### config.mk
export PLATFORM = sky130hd
export DESIGN_NAME = mini_printf_formatter
export DESIGN_NICKNAME = d
export VERILOG_FILES = /design/src/design/mpf_pkg.sv /design/src/design/mini_printf_formatter.sv /design/src/design/mpf_dec_split.sv /design/src/design/mpf_decode.sv /design/src/design/mpf_out_buf.sv
export SDC_FILE = /design/constraint.sdc
export NUM_CORES = 1
export LEC_CHECK = 0
export BUFFER_PORTS_ARGS = -buffer_cell sky130_fd_sc_hd__buf_2
export CORE_MARGIN = 2
export CORE_UTILIZATION = 30
export CTS_BUF_LIST = sky130_fd_sc_hd__clkbuf_8
export CTS_CLUSTER_SIZE = 14
export DETAILED_ROUTE_END_ITERATION = 16
export GPL_TIMING_DRIVEN = 1
export SYNTH_ARGS = -nofsm -noshare
export SYNTH_HDL_FRONTEND = slang
export SYNTH_SLANG_ARGS = --single-unit
### constraint.sdc
create_clock -name clk -period 19.15 [get_ports clk]
set_input_delay 1.915 -clock clk [delete_from_list [all_inputs] [get_ports clk]]
set_output_delay 1.915 -clock clk [all_outputs]
set_load 0.02 [all_outputs]
### src/design/mpf_pkg.sv
// Shared types and constants for the mini printf formatter.
package mpf_pkg;

    localparam int NUM_SLOTS = 5;   // most results one item can cause
    localparam int CNT_W     = 3;   // result count 0..5
    localparam int IDX_W     = 3;   // index into the result slots
    localparam int S_TDATA_W = 24;
    localparam int S_TUSER_W = 2;
    localparam int M_TDATA_W = 24;

    typedef enum logic [1:0] {
        OP_FORMAT = 2'd0,
        OP_STRING = 2'd1,
        OP_END    = 2'd2
    } opcode_t;

    localparam logic [7:0] CH_PERCENT = 8'h25;  // '%'
    localparam logic [7:0] CH_QUEST   = 8'h3F;  // '?'
    localparam logic [7:0] CH_ZERO    = 8'h30;  // '0'
    localparam logic [7:0] CH_LOWER_A = 8'h61;  // 'a'
    localparam logic [7:0] CH_LOWER_D = 8'h64;  // 'd'
    localparam logic [7:0] CH_UPPER_D = 8'h44;  // 'D'
    localparam logic [7:0] CH_LOWER_X = 8'h78;  // 'x'
    localparam logic [7:0] CH_UPPER_X = 8'h58;  // 'X'
    localparam logic [7:0] CH_LOWER_C = 8'h63;  // 'c'
    localparam logic [7:0] CH_LOWER_S = 8'h73;  // 's'
    localparam logic [7:0] CH_UPPER_S = 8'h53;  // 'S'

    // quotients of the decimal value by 10, 100, 1000 and 10000
    typedef struct packed {
        logic [12:0] q1;
        logic [9:0]  q2;
        logic [6:0]  q3;
        logic [2:0]  q4;
    } dec_quot_t;

    typedef struct packed {
        opcode_t     opcode;
        logic [7:0]  ch;
        logic [15:0] arg;
        logic [15:0] dec_val;
        dec_quot_t   quot;
    } item_t;

    typedef struct packed {
        logic [7:0] ch;
        logic [6:0] pos;
        logic       done;
        logic [6:0] len;
    } slot_t;

    typedef struct packed {
        slot_t [NUM_SLOTS-1:0] slots;
        logic  [CNT_W-1:0]     cnt;
    } res_list_t;

endpackage

### src/design/mini_printf_formatter.sv
// An accepted item is held in the input register and decoded; its results are
//   then loaded into the result buffer, which drives the master side. An item
//   with no result only updates the state. The one-character-per-cycle result
//   port sets the rate while m_tready is high; the next item is decoded while results drain.
// Reset: rst_n clears write position, pending percent and all valid flags.
// Top level of the mini printf formatter.
module mini_printf_formatter #(
    parameter int BUFFER_DEPTH = 128
)
(
    input  logic                          clk,
    input  logic                          rst_n,
    // slave side: input items
    input  logic                          s_tvalid,
    output logic                          s_tready,
    input  logic [mpf_pkg::S_TDATA_W-1:0] s_tdata,   // [7:0] char_in, [23:8] argument
    input  logic [mpf_pkg::S_TUSER_W-1:0] s_tuser,   // [1:0] opcode
    // master side: result characters
    output logic                          m_tvalid,
    input  logic                          m_tready,
    output logic [mpf_pkg::M_TDATA_W-1:0] m_tdata,   // [7:0] char_out, [14:8] position,
                                                     // [21:15] message_length, [23:22] zero
    output logic                          m_tuser,   // [0] is_done
    output logic                          m_tlast    // final result of this item
);

    localparam int PW = $clog2(BUFFER_DEPTH);

    // input register stage
    logic               in_valid_reg;
    logic               in_valid_next;
    mpf_pkg::item_t     item_reg;
    mpf_pkg::item_t     item_next;
    mpf_pkg::item_t     cap_item;
    mpf_pkg::dec_quot_t cap_quot;
    logic [15:0]        cap_dec;
    logic               s_xfer;

    // message state
    logic [PW-1:0]      wp_reg;
    logic [PW-1:0]      wp_next;
    logic               pct_reg;
    logic               pct_next;
    logic [PW-1:0]      dec_wp;
    logic               dec_pct;

    mpf_pkg::res_list_t list;
    logic               buf_load;
    logic               buf_free;
    mpf_pkg::slot_t     out_slot;
    logic               advance;

    assign s_xfer = s_tvalid && s_tready;

    // Decimal value is picked at capture ('d' uses the low byte only), so the
    // reciprocal multiplies sit before the input register.
    assign cap_dec = (s_tdata[7:0] == mpf_pkg::CH_LOWER_D) ?
                     {8'h00, s_tdata[15:8]} : s_tdata[23:8];

    always_comb
    begin
        cap_item.opcode  = mpf_pkg::opcode_t'(s_tuser);
        cap_item.ch      = s_tdata[7:0];
        cap_item.arg     = s_tdata[23:8];
        cap_item.dec_val = cap_dec;
        cap_item.quot    = cap_quot;
    end

    mpf_dec_split u_split
    (
        .value (cap_dec),
        .quot  (cap_quot)
    );

    mpf_decode #(
        .BUFFER_DEPTH (BUFFER_DEPTH)
    ) u_decode
    (
        .item     (item_reg),
        .wp       (wp_reg),
        .pct      (pct_reg),
        .list     (list),
        .wp_next  (dec_wp),
        .pct_next (dec_pct)
    );

    // The registered item moves on when its results fit into the buffer;
    // an item without results just updates the state.
    assign advance  = in_valid_reg && ((list.cnt == '0) || buf_free);
    assign buf_load = advance && (list.cnt != '0);
    assign s_tready = !in_valid_reg || advance;

    always_comb
    begin
        in_valid_next = in_valid_reg;
        item_next     = item_reg;
        if (s_xfer)
        begin
            in_valid_next = 1'b1;
            item_next     = cap_item;
        end
        else if (advance)
        begin
            in_valid_next = 1'b0;
        end
        wp_next  = advance ? dec_wp : wp_reg;
        pct_next = advance ? dec_pct : pct_reg;
    end

    always_ff @(posedge clk or negedge rst_n)
    begin
        if (!rst_n)
        begin
            in_valid_reg <= 1'b0;
            wp_reg       <= '0;
            pct_reg      <= 1'b0;
        end
        else
        begin
            in_valid_reg <= in_valid_next;
            wp_reg       <= wp_next;
            pct_reg      <= pct_next;
        end
    end

    always_ff @(posedge clk)
    begin
        item_reg <= item_next;
    end

    mpf_out_buf u_out
    (
        .clk      (clk),
        .rst_n    (rst_n),
        .list     (list),
        .load     (buf_load),
        .free     (buf_free),
        .m_tvalid (m_tvalid),
        .m_tready (m_tready),
        .slot     (out_slot),
        .last     (m_tlast)
    );

    assign m_tdata = {2'b00, out_slot.len, out_slot.pos, out_slot.ch};
    assign m_tuser = out_slot.done;

endmodule

### src/design/mpf_dec_split.sv
// Reciprocal multiplies giving the decimal quotients of a 16-bit value.
module mpf_dec_split
(
    input  logic [15:0]        value,
    output mpf_pkg::dec_quot_t quot
);

    // m = ceil(2^k / d); exact for every 16-bit value
    localparam logic [32:0] M10    = 33'd52429;   // k = 19
    localparam logic [32:0] M100   = 33'd83887;   // k = 23
    localparam logic [32:0] M1000  = 33'd67109;   // k = 26
    localparam logic [32:0] M10000 = 33'd107375;  // k = 30

    logic [32:0] prod1;
    logic [32:0] prod2;
    logic [32:0] prod3;
    logic [32:0] prod4;

    assign prod1 = 33'(value) * M10;
    assign prod2 = 33'(value) * M100;
    assign prod3 = 33'(value) * M1000;
    assign prod4 = 33'(value) * M10000;

    assign quot.q1 = prod1[31:19];
    assign quot.q2 = prod2[32:23];
    assign quot.q3 = prod3[32:26];
    assign quot.q4 = prod4[32:30];

endmodule

### src/design/mpf_decode.sv
// Decode of one registered item into its list of result characters.
module mpf_decode #(
    parameter int BUFFER_DEPTH = 128
)
(
    input  mpf_pkg::item_t               item,
    input  logic [$clog2(BUFFER_DEPTH)-1:0] wp,
    input  logic                         pct,
    output mpf_pkg::res_list_t           list,
    output logic [$clog2(BUFFER_DEPTH)-1:0] wp_next,
    output logic                         pct_next
);

    localparam int PW = $clog2(BUFFER_DEPTH);
    localparam int SW = PW + mpf_pkg::CNT_W + 1;
    localparam int XW = (PW > 7) ? PW : 7;
    localparam logic [SW-1:0] LAST_SLOT = SW'(BUFFER_DEPTH - 1);

    logic [7:0]               raw [mpf_pkg::NUM_SLOTS];
    logic [mpf_pkg::CNT_W-1:0] rcnt;
    logic [mpf_pkg::CNT_W-1:0] nch;
    logic                     done;
    logic [3:0]               dig [mpf_pkg::NUM_SLOTS];
    logic [mpf_pkg::IDX_W-1:0] top;
    logic [mpf_pkg::IDX_W-1:0] sel;

    function automatic logic [PW-1:0] sat_add(input logic [PW-1:0] base,
                                              input logic [mpf_pkg::CNT_W-1:0] k);
        logic [SW-1:0] s;
        s = SW'(base) + SW'(k);
        if (s >= LAST_SLOT)
        begin
            return LAST_SLOT[PW-1:0];
        end
        return s[PW-1:0];
    endfunction

    function automatic logic [6:0] to7(input logic [PW-1:0] v);
        logic [XW-1:0] e;
        e = XW'(v);
        return e[6:0];
    endfunction

    function automatic logic [7:0] hex_char(input logic [3:0] n);
        if (n < 4'd10)
        begin
            return mpf_pkg::CH_ZERO + {4'h0, n};
        end
        return mpf_pkg::CH_LOWER_A + {4'h0, n} - 8'd10;
    endfunction

    // decimal digits from the quotients: d_k = q_k - 10 * q_(k+1)
    always_comb
    begin
        dig[0] = 4'(item.dec_val - {item.quot.q1, 3'b000} - 16'({item.quot.q1, 1'b0}));
        dig[1] = 4'(item.quot.q1 - {item.quot.q2, 3'b000} - 13'({item.quot.q2, 1'b0}));
        dig[2] = 4'(item.quot.q2 - {item.quot.q3, 3'b000} - 10'({item.quot.q3, 1'b0}));
        dig[3] = 4'(item.quot.q3 - {item.quot.q4, 3'b000} - 7'({item.quot.q4, 1'b0}));
        dig[4] = {1'b0, item.quot.q4};
        if (item.quot.q4 != '0)
            top = 3'd4;
        else if (item.quot.q3 != '0)
            top = 3'd3;
        else if (item.quot.q2 != '0)
            top = 3'd2;
        else if (item.quot.q1 != '0)
            top = 3'd1;
        else
            top = 3'd0;
    end

    always_comb
    begin
        for (int i = 0; i < mpf_pkg::NUM_SLOTS; i++)
        begin
            raw[i] = 8'h00;
        end
        rcnt     = '0;
        done     = 1'b0;
        sel      = '0;
        pct_next = pct;

        unique case (item.opcode)
            mpf_pkg::OP_FORMAT:
            begin
                if (!pct)
                begin
                    if (item.ch == mpf_pkg::CH_PERCENT)
                    begin
                        pct_next = 1'b1;
                    end
                    else
                    begin
                        raw[0] = item.ch;
                        rcnt   = 3'd1;
                    end
                end
                else
                begin
                    pct_next = 1'b0;
                    unique case (item.ch)
                        mpf_pkg::CH_LOWER_D, mpf_pkg::CH_UPPER_D:
                        begin
                            for (int i = 0; i < mpf_pkg::NUM_SLOTS; i++)
                            begin
                                if (3'(i) <= top)
                                begin
                                    sel    = top - 3'(i);
                                    raw[i] = mpf_pkg::CH_ZERO | {4'h0, dig[sel]};
                                end
                            end
                            rcnt = top + 3'd1;
                        end
                        mpf_pkg::CH_LOWER_X:
                        begin
                            raw[0] = hex_char(item.arg[7:4]);
                            raw[1] = hex_char(item.arg[3:0]);
                            rcnt   = 3'd2;
                        end
                        mpf_pkg::CH_UPPER_X:
                        begin
                            raw[0] = hex_char(item.arg[15:12]);
                            raw[1] = hex_char(item.arg[11:8]);
                            raw[2] = hex_char(item.arg[7:4]);
                            raw[3] = hex_char(item.arg[3:0]);
                            rcnt   = 3'd4;
                        end
                        mpf_pkg::CH_LOWER_C:
                        begin
                            raw[0] = item.arg[7:0];
                            rcnt   = 3'd1;
                        end
                        mpf_pkg::CH_LOWER_S, mpf_pkg::CH_UPPER_S:
                        begin
                            rcnt = '0;
                        end
                        mpf_pkg::CH_PERCENT:
                        begin
                            raw[0] = mpf_pkg::CH_PERCENT;
                            rcnt   = 3'd1;
                        end
                        default:
                        begin
                            raw[0] = item.ch;
                            raw[1] = mpf_pkg::CH_QUEST;
                            rcnt   = 3'd2;
                        end
                    endcase
                end
            end
            mpf_pkg::OP_STRING:
            begin
                raw[0] = item.ch;
                rcnt   = 3'd1;
            end
            mpf_pkg::OP_END:
            begin
                if (pct)
                begin
                    raw[0] = mpf_pkg::CH_QUEST;
                    rcnt   = 3'd1;
                end
                done     = 1'b1;
                pct_next = 1'b0;
            end
            default:
            begin
                rcnt = '0;
            end
        endcase

        // only the first character can be a zero byte; drop it
        nch = rcnt;
        if (rcnt != '0 && raw[0] == 8'h00)
        begin
            for (int i = 0; i < mpf_pkg::NUM_SLOTS - 1; i++)
            begin
                raw[i] = raw[i+1];
            end
            raw[mpf_pkg::NUM_SLOTS-1] = 8'h00;
            nch = rcnt - 3'd1;
        end
    end

    always_comb
    begin
        for (int i = 0; i < mpf_pkg::NUM_SLOTS; i++)
        begin
            list.slots[i] = '0;
            if (3'(i) < nch)
            begin
                list.slots[i].ch  = raw[i];
                list.slots[i].pos = to7(sat_add(wp, 3'(i)));
            end
            else if (3'(i) == nch && done)
            begin
                list.slots[i].done = 1'b1;
                list.slots[i].len  = to7(sat_add(wp, nch));
            end
        end
        list.cnt = nch + {2'b00, done};
        wp_next  = done ? '0 : sat_add(wp, nch);
    end

endmodule

### src/design/mpf_out_buf.sv
// Result buffer that hands out one character transaction per cycle while m_tready is high.
module mpf_out_buf
(
    input  logic                 clk,
    input  logic                 rst_n,
    input  mpf_pkg::res_list_t   list,
    input  logic                 load,
    output logic                 free,
    output logic                 m_tvalid,
    input  logic                 m_tready,
    output mpf_pkg::slot_t       slot,
    output logic                 last
);

    logic                                   valid_reg;
    logic                                   valid_next;
    logic [mpf_pkg::CNT_W-1:0]              cnt_reg;
    logic [mpf_pkg::CNT_W-1:0]              cnt_next;
    logic [mpf_pkg::IDX_W-1:0]              idx_reg;
    logic [mpf_pkg::IDX_W-1:0]              idx_next;
    mpf_pkg::slot_t [mpf_pkg::NUM_SLOTS-1:0] slots_reg;
    mpf_pkg::slot_t [mpf_pkg::NUM_SLOTS-1:0] slots_next;

    assign last     = (idx_reg == (cnt_reg - 3'd1));
    assign free     = !valid_reg || (m_tready && last);
    assign m_tvalid = valid_reg;
    assign slot     = slots_reg[idx_reg];

    always_comb
    begin
        valid_next = valid_reg;
        cnt_next   = cnt_reg;
        idx_next   = idx_reg;
        slots_next = slots_reg;
        if (load)
        begin
            valid_next = 1'b1;
            cnt_next   = list.cnt;
            idx_next   = '0;
            slots_next = list.slots;
        end
        else if (valid_reg && m_tready)
        begin
            if (last)
                valid_next = 1'b0;
            else
                idx_next = idx_reg + 3'd1;
        end
    end

    always_ff @(posedge clk or negedge rst_n)
    begin
        if (!rst_n)
        begin
            valid_reg <= 1'b0;
            cnt_reg   <= '0;
            idx_reg   <= '0;
        end
        else
        begin
            valid_reg <= valid_next;
            cnt_reg   <= cnt_next;
            idx_reg   <= idx_next;
        end
    end

    always_ff @(posedge clk)
    begin
        slots_reg <= slots_next;
    end

endmodule

==> results.json <==
{
  "required_ns": 19.40,
  "grt_pass1_wl_mm": 108,
  "use_met1": 0.208,
  "worstHoldStart": "u_out.cnt_reg[1]",
  "placed_cell_area_sq_um": 27400,
  "outcome": "finished, violations left",
  "track_usage": 0.160,
  "fin_skew_ns": 0.0425,
  "critPathArrivalTime_ns": 9.73,
  "dr.pass1.iters": 13,
  "synthSimpleGateAreaFrac": 0.0817,
  "slew_headroom": 0.242,
  "worstSetupStartpointType": "primary input",
  "setup-violations-final": 0,
  "max_cap_viol_count": 0,
  "die_area_sq_um": 88200,
  "ios": 58,
  "fmax_ghz": 0.106,
  "critPathTopFamily": "adder cells",
  "die_height_um": 297,
  "fin_nets": 3320,
  "synth_mux_area_frac": 0.0334,
  "synthesis.area_sq_um": 25800,
  "final_cells": 3651,
  "cts_inserted_buffers": 17,
  "critPathCaptureType": "register",
  "cp_cell_sequence": "buf_2 > nor4b_1 > nand2_1 > nand2_1 > inv_1 > ha_1 > inv_1 > fa_1 > fa_1 > inv_1 > fa_1 > fa_1 > fa_1 > ha_1 > a21o_1 > a21o_1 > a2111oi_0 > o21ai_0 > a21oi_1 > o21ai_0 > a31oi_1 > o31ai_1 > a21oi_1 > xnor2_1",
  "numClockSinks": 184,
  "worst_hold_slack_ns": 0.558,
  "overflow": 0,
  "grt_pass1_vias": 18500,
  "insertion_delay_ns": 0.52,
  "ctsResizeCount": 0,
  "place_congestion": 0.934,
  "seqPwrFrac": 0.175,
  "reg2reg_from": "item_reg[20]",
  "timing.critical_path.buf_inv": 4,
  "cellPowerDensity_nw_per_um2": 152,
  "timing.critical_path.mode_cell": "fa_1",
  "drt-total-wl_mm": 69.1,
  "comb_power_share": 0.760,
  "first_iter_violations": 1074,
  "start_util": 0.303,
  "ant_nets": 0,
  "p_sw_mw": 2.13,
  "core_area_sq_um": 85100,
  "fin_tns_setup_ns": 0,
  "slowest_stage": "ha_1",
  "synth_top_family_by_area": "adder cells",
  "cts-hold-fix-buffers": 0,
  "synth_adder_area_share": 0.478,
  "path_max_fanout": 11,
  "hpwl_mm": 56.5,
  "leakagePower_nw": 13.3,
  "internal-power_mw": 2.11,
  "async_flop_share": 0.0870,
  "cts_setup_buffers": 0,
  "avgSynthCellArea_sq_um": 10.6,
  "met2_usage": 0.263,
  "fill_cells": 8749,
  "hold_path_class": "register to register",
  "root_buffer": "clkbuf_8",
  "synth-xor-area-share": 0.0264,
  "grtUsageMet3": 0.0263,
  "cts-htree-levels": 4,
  "clockBufferDepth": 2,
  "num_rows": 107,
  "layout_min_cycle_time_ns": 9.47,
  "route.detailed.vias_per_inst": 4.83,
  "synthCells": 2439,
  "drv_slew": 0,
  "worstSetupStartpoint": "s_tdata[3]",
  "routedWlPerCell_um": 18.9,
  "worst_slew_pin_slew_ns": 1.13,
  "yosysWarnings": 0,
  "num_vias": 17600,
  "ys_dominant_reg_cell": "edfxtp_1",
  "p_clk_frac": 0.066,
  "rsz0062_at_grt": "no",
  "netSwitchingFraction": 0.502,
  "violations": "DRC",
  "place_inst": 3618,
  "cts_tree": "built",
  "drive_gt1_frac": 0.0615,
  "worst_path_largest_cell_delay_ns": 0.74,
  "ys_types": 92,
  "drc": 1,
  "largest_register_ffs": 109,
  "cts.clk_slew.worst_paths_ns": 0.11,
  "synth-compound-area-share": 0.0888,
  "ys_ff_latch": 184,
  "synth_edf_count": 168,
  "busiest_layer": "met2",
  "hold_viol": 0,
  "syn_to_final_growth_pct": 8.07,
  "ys_seq_area_frac": 0.211,
  "place.port_buffers": 55,
  "worst_ir_drop_vdd_uv": 131,
  "grt_max_degree": 65,
  "period_share": 0.495,
  "criticalPathCategory": "primary input to register",
  "stdcell_area_sq_um": 27800,
  "die_w_um": 297,
  "antenna_found_initial": 2
}
worst register-to-register path, cell delays in order, from the launching register on:
cell	delay, ns
edfxtp_1	0.46
inv_1	0.13
ha_1	0.16
or4b_2	0.66
nor3_1	0.38
o21bai_1	0.13
buf_4	0.23
inv_1	0.13
ha_1	0.38
nand2_1	0.08
o21ai_0	0.11
nand2_1	0.23
ha_1	0.28
a31o_2	0.20
a211o_1	0.26
nor4b_4	0.34
and4b_1	0.75
mux2i_1	0.43
inv_1	0.11
fa_1	0.46
nor2b_1	0.12
o21ai_0	0.13
xor2_1	0.24
or4_1	0.52
a21boi_0	0.55
nor2b_1	0.24
nor2_1	0.13
mux2_2	0.15
cell usage in the layout (no fill, tap or decap), types with 15 or more instances in the layout:
master    Yosys  routed
conb_1        1      18
a21oi_1     114     114
nor2b_1      22      21
xnor2_1      48      48
buf_4         5      16
nand2_1      86      86
nand3_1      31      31
dfrtp_1      16      15
o21a_1       17      17
o21ai_0      46      46
o22ai_1      29      29
edfxtp_1    168     168
a21o_1       30      30
ha_1        485     485
inv_1       481     482
nor2_1      155     155
mux2i_1      56      56
nor3_1       32      32
buf_2         3      55
clkbuf_8      0      17
fa_1        312     312
a31oi_1      17      17
xor2_1       27      27
final timing paths:
path	to	slack, ns	depth (start not counted)
worst max-delay path	item_reg[19]	9.68	24
worst min-delay path	u_out.cnt_reg[1]	0.56	2
worst max register to register	wp_reg[4]	11.11	27
worst min register to register	u_out.cnt_reg[1]	0.56	2
max in group asynchronous	u_out.idx_reg[0]	17.51	1
min in group asynchronous	wp_reg[5]	1.32	1
through the flow:
stage	utilization	worst slack [ns]	total power, mW
2_1_floorplan	-	10.61	3.11
3_3_place_gp	0.322	9.38	3.93
3_5_place_dp	0.322	9.25	3.96
4_1_cts	0.327	9.77	4.27
5_1_grt	0.327	9.22	4.78
6_report	0.327	9.68	4.24
cells in the mapped netlist (all sizes together), types with 4 or more instances:
| master | n | area, sq um |
|---|---|---|
| a31oi | 17 | 106 |
| a22oi | 5 | 37.5 |
| a2111oi | 5 | 43.8 |
| o31ai | 7 | 52.6 |
| nand4 | 14 | 103 |
| a21oi | 116 | 588 |
| nand2 | 87 | 329 |
| or2 | 7 | 43.8 |
| a21boi | 5 | 37.5 |
| clkbuf | 32 | 120 |
| dfrtp | 16 | 400 |
| nand2b | 9 | 56.3 |
| nor3b | 4 | 30.0 |
| ha | 485 | 6070 |
| a311oi | 4 | 35.0 |
| o21a | 18 | 136 |
| mux4 | 5 | 113 |
| inv | 482 | 1810 |
| mux2i | 56 | 561 |
| mux2 | 14 | 188 |
| nor4 | 4 | 25.0 |
| nor2b | 22 | 138 |
| nor3 | 36 | 213 |
| or4 | 4 | 30.0 |
| fa | 312 | 6250 |
| and2 | 4 | 27.5 |
| xnor2 | 48 | 420 |
| o22ai | 29 | 181 |
| nand3 | 31 | 155 |
| a211o | 4 | 35.0 |
| nor4b | 9 | 100 |
| o2111ai | 5 | 43.8 |
| buf | 21 | 124 |
| a211oi | 13 | 97.6 |
| o21ai | 50 | 258 |
| xor2 | 27 | 236 |
| and3 | 11 | 73.8 |
| nor2 | 155 | 582 |
| a21o | 30 | 225 |
| o211ai | 10 | 75.1 |
| edfxtp | 168 | 5040 |
| a32oi | 4 | 35.0 |
power groups by stage:
| stage | Combinational [mW] | Sequential [mW] | Clock (mW) |
|---|---|---|---|
| after floorplan | 2.39 | 0.712 | 0 |
| after global placement | 3.19 | 0.748 | 0 |
| after detailed placement | 3.21 | 0.752 | 0 |
| after CTS | 3.25 | 0.742 | 0.285 |
| after global routing | 3.72 | 0.758 | 0.300 |
| final | 3.22 | 0.741 | 0.278 |
routing by layer:
layer | part of all wire | vias up
li1 | - | 8357
met3 | 0.050 | 121
met5 | 0 | -
met1 | 0.44 | 8683
met4 | 0.043 | 0
met2 | 0.47 | 461
cell families (layout without fill, tap and decap cells):
family          after synthesis  count (layout)
mux                          75              75
fa+ha+maj                   798             798
other cells                   1              19
flops                       184             184
simple gates                418             418
compound gates              352             352
buf+inv                     535             585
xor+xnor                     76              76
area by class of cell:
class / instances / area (sq um) / share of cell area
sequential: 184 / 5450 / 0.196
tap: 1144 / 1430 / 0.0514
antenna: 1 / 2.50 / 0.0000899
clock inverter: 15 / 180 / 0.00647
timing repair buffer: 71 / 395 / 0.0142
multi-input combinational: 1737 / 18300 / 0.659
clock buffer: 17 / 234 / 0.00841
inverter: 482 / 1810 / 0.0650
Power figures use the tool's default switching activity.
